===== config.mk =====
export PLATFORM = sky130hd
export DESIGN_NAME = dnsl_query_ring
export DESIGN_NICKNAME = d
export VERILOG_FILES = /design/src/sv/dnsl_pkg.sv /design/src/sv/dnsl_cell.sv /design/src/sv/dnsl_query_ring.sv
export SDC_FILE = /design/constraint.sdc
export NUM_CORES = 2
export LEC_CHECK = 0
export BUFFER_PORTS_ARGS = -buffer_cell sky130_fd_sc_hd__buf_2
export CAP_MARGIN = 30
export CORE_AREA = 3 3 344 414
export DETAILED_ROUTE_END_ITERATION = 8
export DIE_AREA = 0 0 347 417
export RECOVER_POWER = 25
export REMOVE_ABC_BUFFERS = 1
export SKIP_LAST_GASP = 1
export SLEW_MARGIN = 20
export SYNTH_ARGS = -nofsm -noshare
export SYNTH_HDL_FRONTEND = slang
export SYNTH_SLANG_ARGS = --single-unit

===== constraint.sdc =====
create_clock -name clk -period 1.74 [get_ports clk]
set_input_delay 0.087 -clock clk [delete_from_list [all_inputs] [get_ports clk]]
set_output_delay 0.087 -clock clk [all_outputs]
set_load 0.005 [all_outputs]

===== src/sv/dnsl_pkg.sv =====
// package for the dns name table lookup block
// shared sizes, result codes and the query ring control struct; no dependencies
package dnsl_pkg;

	localparam int TABLE_ENTRIES = 256;
	localparam int NAME_BYTES    = 128;

	localparam int IDX_W      = $clog2(TABLE_ENTRIES);
	localparam int CNT_W      = $clog2(TABLE_ENTRIES + 1);
	localparam int POS_W      = $clog2(NAME_BYTES + 1);
	localparam int CELL_IDX_W = $clog2(NAME_BYTES);
	localparam int MEM_AW     = $clog2(TABLE_ENTRIES * NAME_BYTES);

	localparam logic [7:0] DOT_CHAR = 8'h2e;

	typedef enum logic [2:0] {
		OUT_FOUND    = 3'd0,
		OUT_BLOCKED  = 3'd1,
		OUT_RELAY    = 3'd2,
		OUT_INSERTED = 3'd3,
		OUT_FULL     = 3'd4
	} outcome_t;

	typedef struct packed {
		logic                  append;
		logic                  rotate;
		logic [CELL_IDX_W-1:0] wr_idx;
		logic [7:0]            wr_byte;
	} ring_ctrl_t;

endpackage


===== src/sv/dnsl_cell.sv =====
// one byte cell of the query ring
// loads a query character or takes its neighbour's byte on rotate; no dependencies
module dnsl_cell (
	input  logic       clk,
	input  logic       wr_en,
	input  logic       rot_en,
	input  logic [7:0] wr_byte,
	input  logic [7:0] nb_byte,
	output logic [7:0] q
);

	logic [7:0] byte_q;

	always_ff @(posedge clk) begin
		if (rot_en) begin
			byte_q <= nb_byte;
		end else if (wr_en) begin
			byte_q <= wr_byte;
		end
	end

	assign q = byte_q;

endmodule


===== src/sv/dnsl_query_ring.sv =====
// query name buffer as a ring of byte cells
// depends on dnsl_pkg and dnsl_cell; cell 0 is the head seen by the compare stage
module dnsl_query_ring (
	input  logic                clk,
	input  dnsl_pkg::ring_ctrl_t ctrl,
	output logic [7:0]          head_byte
);

	logic [7:0] cell_q [dnsl_pkg::NAME_BYTES];

	for (genvar k = 0; k < dnsl_pkg::NAME_BYTES; k++) begin : g_cell
		dnsl_cell u_cell (
			.clk     (clk),
			.wr_en   (ctrl.append && (ctrl.wr_idx == dnsl_pkg::CELL_IDX_W'(k))),
			.rot_en  (ctrl.rotate),
			.wr_byte (ctrl.wr_byte),
			.nb_byte (cell_q[(k + 1) % dnsl_pkg::NAME_BYTES]),
			.q       (cell_q[k])
		);
	end

	assign head_byte = cell_q[0];

endmodule


=== After elaboration in Yosys (flattened, before gate mapping) ===
Index checks and enable logic that the tools add are counted.

* Equal/unequal tests: 127
* Mux-type cells: 256
* Reduce and logical (&&, ||, !) cells: 257

{| class="wikitable"
|+ Operators by type and width
! operator !! count
|-
| two-way mux 8 bit || 256
|-
| equality test 7 bit (second input constant) || 64
|-
| nonzero test 2 bit || 128
|-
| equality test 7 x 6 -> 1 bit (second input constant) || 32
|-
| logical AND 1 bit || 128
|-
| equality test 7 x 5 -> 1 bit (second input constant) || 16
|-
| equality test 7 x 4 -> 1 bit (second input constant) || 8
|-
| equality test 7 x 3 -> 1 bit (second input constant) || 4
|-
| equality test 7 x 2 -> 1 bit (second input constant) || 2
|-
| equality test 7 x 1 -> 1 bit (second input constant) || 1
|-
| zero test 7 bit || 1
|}

* Register bits: 1,024
* Input port bits: 18
* Output and inout port bits: 8

=== Longest topological paths before layout ===
* Depth in word-level cells: 4
* Gate-level depth with buffers: 7
* Depth with buffers taken out: 2

=== Hierarchy ===
Synthesis repeated with hierarchy kept, for this count alone.

* Cells, all modules: 2,502
* Area total of the unflattened synthesis: 49,459.9 µm²

{| class="wikitable"
|+ Modules (own cells, without submodules)
! module !! times used !! cells each !! area an instance (µm²) !! sequential area each (µm²)
|-
| dnsl_cell || 128 || 18 || 377.9 || 240.2
|-
| dnsl_query_ring || 1 || 198 || 1,093.5 || 0.0
|}

=== Least setup slack after synthesis ===
Ideal clock, no wire load.

* Path kind: input to register
* Start point: input ctrl[14] (netlist bit)
* End point: register g_cell[0].u_cell.byte_q[0] (enable)
* Setup time: 0.331 ns
* Arrival: 1.064 ns
* Data required time: 1.409 ns
* Setup slack: 0.345 ns
* Stages: 4
* Path buffers: 2
* Cells stage by stage: buf_2 > nor4b_4 > buf_6 > a31o_1

* Longest elaborated chain between the ends: 3

{| class="wikitable"
|+ RTL lines
! element !! RTL line !! RTL
|-
| start, declared || dnsl_query_ring.sv:5 || <nowiki>input dnsl_pkg::ring_ctrl_t ctrl,</nowiki>
|-
| zero test 7 bit || dnsl_query_ring.sv:14 || <nowiki>.wr_en (ctrl.append && (ctrl.wr_idx == dnsl_pkg::CELL_IDX_W'(k))),</nowiki>
|-
| logical AND 1 bit || dnsl_query_ring.sv:14 ||
|-
| nonzero test 2 bit (no line) || -- ||
|-
| end signal, assigned || dnsl_cell.sv:16 || <nowiki>byte_q <= nb_byte;</nowiki>
|-
| end signal, assigned || dnsl_cell.sv:18 || <nowiki>byte_q <= wr_byte;</nowiki>
|-
| end, declared || dnsl_cell.sv:12 || <nowiki>logic [7:0] byte_q;</nowiki>
|}

No other way between the ends.
A chain may end at the register's enable or synchronous reset.

=== Worst setup path after layout ===
* Start point: input ctrl[15] (netlist bit)
* End point: register g_cell[58].u_cell.byte_q[2], data pin

* Longest elaborated chain between the ends: 1

{| class="wikitable"
|+ RTL lines
! element !! RTL line !! RTL
|-
| two-way mux 8 bit || dnsl_cell.sv:15 || <nowiki>if (rot_en) begin</nowiki>
|-
| end signal, assigned || dnsl_cell.sv:16 ||
|-
| end signal, assigned || dnsl_cell.sv:18 ||
|-
| end, declared || dnsl_cell.sv:12 ||
|}

No other way between the ends.

==> results.md <==
* Layout-stage area growth over the synthesis result at 15.2%
* First DRT Iteration DRCs at 2137
* Fin area at 47700 um2
* Global-route wire length before repair at 146 mm
* Remaining max-slew budget at the tightest pin at 61.7%
* Floorplan Core Area at 139000 um2
* Final period util at 91.4%
* Crit Path Category: in -> reg
* Register cell area after layout at 30700 um2
* Launching element type of the critical path: input pin
* Switching fraction of total power at 22.4%
* Setup Skew at 38.3 ps
* Count of antenna-violating nets left after detailed routing at 0
* Number of flip-flops under the largest register name at 1024
* Leakage power of the design at 0.0203 uW
* Status: finished, final reports clean
* Critical path destination: g_cell[58].u_cell.q[2]
* Mean cell area of the mapped netlist at 11.7 um2
* Crit. Startpoint: ctrl[15]
* Worst Max-Slew Pin Slew at 575 ps
* TritonCTS clock tree: built
* Final number of setup-violating endpoints at 0
* Post-CTS setup repair buffer count at 0
* Critical Path Fanout Max at 36
* Power dissipated by switching net loads at 12400 uW
* WL final at 92.1 mm
* Clock share of power at 38.8%
* Post-synthesis register bit count at 1024
* Number of buffers created by CTS at 98
* Final Wtd Congestion at 0.761
* Total grt overflow at 0
* Portion of the post-synthesis area used by sequential elements at 74.2%
* Post-placement setup slack at -39.8 ps
* DR DRC count at 0
* Detailed-routing iteration count for the pre-antenna-repair pass at 6
* Critical path data required time at 2160 ps
* Worst-case vdd ir drop at 0.814 mV
* Cell type contributing the most total cell area after synthesis: sky130_fd_sc_hd__edfxtp_1
* Std-Cell Rows at 150
* Reg power frac at 54.1%
* Reg-to-Reg Start: g_cell[0].u_cell.q[6]
* Power per cell area at 1160 nW/um2
* Number of antenna violations at the first check in global routing at 4
* Post-DP HPWL at 55.3 mm
* Share of final-layout standard cells stronger than drive strength 1 at 9.13%
* Vias per inst at 4.61
* Most frequent cells in the layout: 2048 x sky130_fd_sc_hd__nand2_1, 1024 x sky130_fd_sc_hd__edfxtp_1, 110 x sky130_fd_sc_hd__a31o_1
* Number of nets in the layout at 3555
* Most common cell after layout, fill and taps aside: sky130_fd_sc_hd__nand2_1
* Worst R2R End: g_cell[127].u_cell.q[6]
* Setup slack after layout at 150 ps
* Mapped Area at 41400 um2
* Average wire per standard cell at 16.9 um
* Floorplan die height at 417 um
* Comb pwr share at 7.1%
* Multi-input combinational cell area at 9190 um2
* Leading post-synthesis cells by cell area: sky130_fd_sc_hd__edfxtp_1 74%, sky130_fd_sc_hd__nand2_1 19%, sky130_fd_sc_hd__buf_2 2.4%
* Number of distinct library cells after synthesis at 24
* Maximum clock insertion buffer count at 3
* DIE WIDTH at 347 um
* Number of top-level pins at 26
* Area fraction of the dominant cell type after synthesis at 74.2%
* Clock-pin slew of the registers on the worst-case setup and hold paths at 60 ps
* Total negative slack for setup checks at 0 ps
* Path category of the worst min-delay check: in -> reg
* CTS H-tree depth at 3
* Fmax at 0.629 GHz
* MaxCap Viol Count at 0
* Root buffer selected by CTS: sky130_fd_sc_hd__clkbuf_16
* Endpoint arrival time on the critical path at 2010 ps
* Global router's overall resource usage at 12.6%
* Count of buffers inserted at the top-level ports at 25
* Clock period minus final worst setup slack at 1590 ps
* Initial cell density of the core at 29.8%
* Unrepaired setup endpoints after global routing: false
* Number of failing hold endpoints at the final stage at 0
* Filler Cells Inserted at 13628
* Clock tree sinks at 1024
* Dpl cell area at 44600 um2
* Logic depth of the worst register-to-register path at 2
* Gate count of the mapped netlist at 3532
* Overall via count from detail_route at 25091
* Pins Over Slew Limit at 0
* Count of warnings emitted by yosys at 0
* Largest net degree at the start of global routing at 89
* Core Util, Final at 34.4%
* Area of the die at 145000 um2
* Vias in the first global route at 25647
* Crit end category: register
* Minimum setup slack among reg-to-reg paths at 790 ps
* Internal Power at 42900 uW
* Clk_lat worst skew at 700 ps
* Worst-case hold slack at 141 ps
==> cells in the mapped netlist <==
master                     instances
sky130_fd_sc_hd__nor2b_1           8
sky130_fd_sc_hd__and4bb_1          2
sky130_fd_sc_hd__a31o_1          110
sky130_fd_sc_hd__clkbuf_1         36
sky130_fd_sc_hd__edfxtp_1       1024
sky130_fd_sc_hd__buf_4            46
sky130_fd_sc_hd__and4b_1           3
sky130_fd_sc_hd__a21o_1            6
sky130_fd_sc_hd__and4bb_2          1
sky130_fd_sc_hd__buf_6             5
sky130_fd_sc_hd__nor4bb_1          1
sky130_fd_sc_hd__a41o_1           12
sky130_fd_sc_hd__and4bb_4          1
sky130_fd_sc_hd__buf_2           195
sky130_fd_sc_hd__nor4b_2           1
sky130_fd_sc_hd__and2b_2           1
sky130_fd_sc_hd__nor2_1            4
sky130_fd_sc_hd__and4_1            1
sky130_fd_sc_hd__nand2b_1          8
sky130_fd_sc_hd__nand2_1        2048
sky130_fd_sc_hd__and2_1            3
sky130_fd_sc_hd__nor4b_4           2
sky130_fd_sc_hd__and2_2            1
sky130_fd_sc_hd__buf_1            13
==> stage by stage <==
stage	power (uW)	cells
CTS	55900	5440
global placement	34400	5251
global route	57400	5442
floorplan	32500	3237
detailed placement	34400	5251
finish	55300	5444
==> what timing repair did <==
| item | CTS | global route |
|---|---|---|
| endpoints found under the hold margin | 299 | 0 |
| hold buffers | 10 | 0 |
| gates resized for setup | 0 | 0 |
==> power by group through the flow <==
| stage | registers, uW | clock network (uW) | logic, uW |
|---|---|---|---|
| after global placement | 30500 | 0 | 3920 |
| after global routing | 30100 | 22900 | 4420 |
| after CTS | 30000 | 21900 | 4030 |
| after detailed placement | 30400 | 0 | 3970 |
| after floorplan | 30200 | 0 | 2240 |
| final | 30000 | 21500 | 3920 |
==> cell type report <==
class	count	area share [%]
clock inverter	56	1.23
multi-input combinational	2213	19.3
antenna	4	0.0210
timing repair buffer	200	4.82
sequential	1024	64.4
clock buffer	123	5.47
tap	1824	4.78
==> cells by family after synthesis <==
group | after synthesis | synth area share (%)
flops | 1024 | 74.2
compound gates | 128 | 2.72
buf+inv | 295 | 3.77
simple gates | 2085 | 19.3
==> how the worst min path moves through the flow <==
stage                        start                     end  slack (ps)  depth (start not counted)
after floorplan           ctrl[15]   g_cell[0].u_cell.q[0]         270                          2
after global placement     ctrl[4]  g_cell[13].u_cell.q[4]         500                          3
after detailed placement   ctrl[4]  g_cell[13].u_cell.q[4]         490                          3
after CTS                 ctrl[16]  g_cell[68].u_cell.q[4]          90                          3
after global routing      ctrl[16]  g_cell[68].u_cell.q[4]         120                          3
final                     ctrl[16]  g_cell[68].u_cell.q[1]         140                          3
==> critical path, cell delays in order <==
cell	delay [ps]
sky130_fd_sc_hd__dlygate4sd3_1	620
sky130_fd_sc_hd__buf_8	330
sky130_fd_sc_hd__nand2b_1	270
sky130_fd_sc_hd__buf_12	190
sky130_fd_sc_hd__clkbuf_1	330
sky130_fd_sc_hd__nand2_1	110
==> routing by layer <==
layer | track usage (%) | up-vias | wire, um
li1 | - | 11772 | -
met1 | 16.4 | 12555 | 39900
met2 | 21.7 | 629 | 45200
met3 | 2.41 | 135 | 5100
met4 | 3.44 | 0 | 1900
met5 | 0 | - | 0
Note: power is estimated with default switching activity, not from simulation.
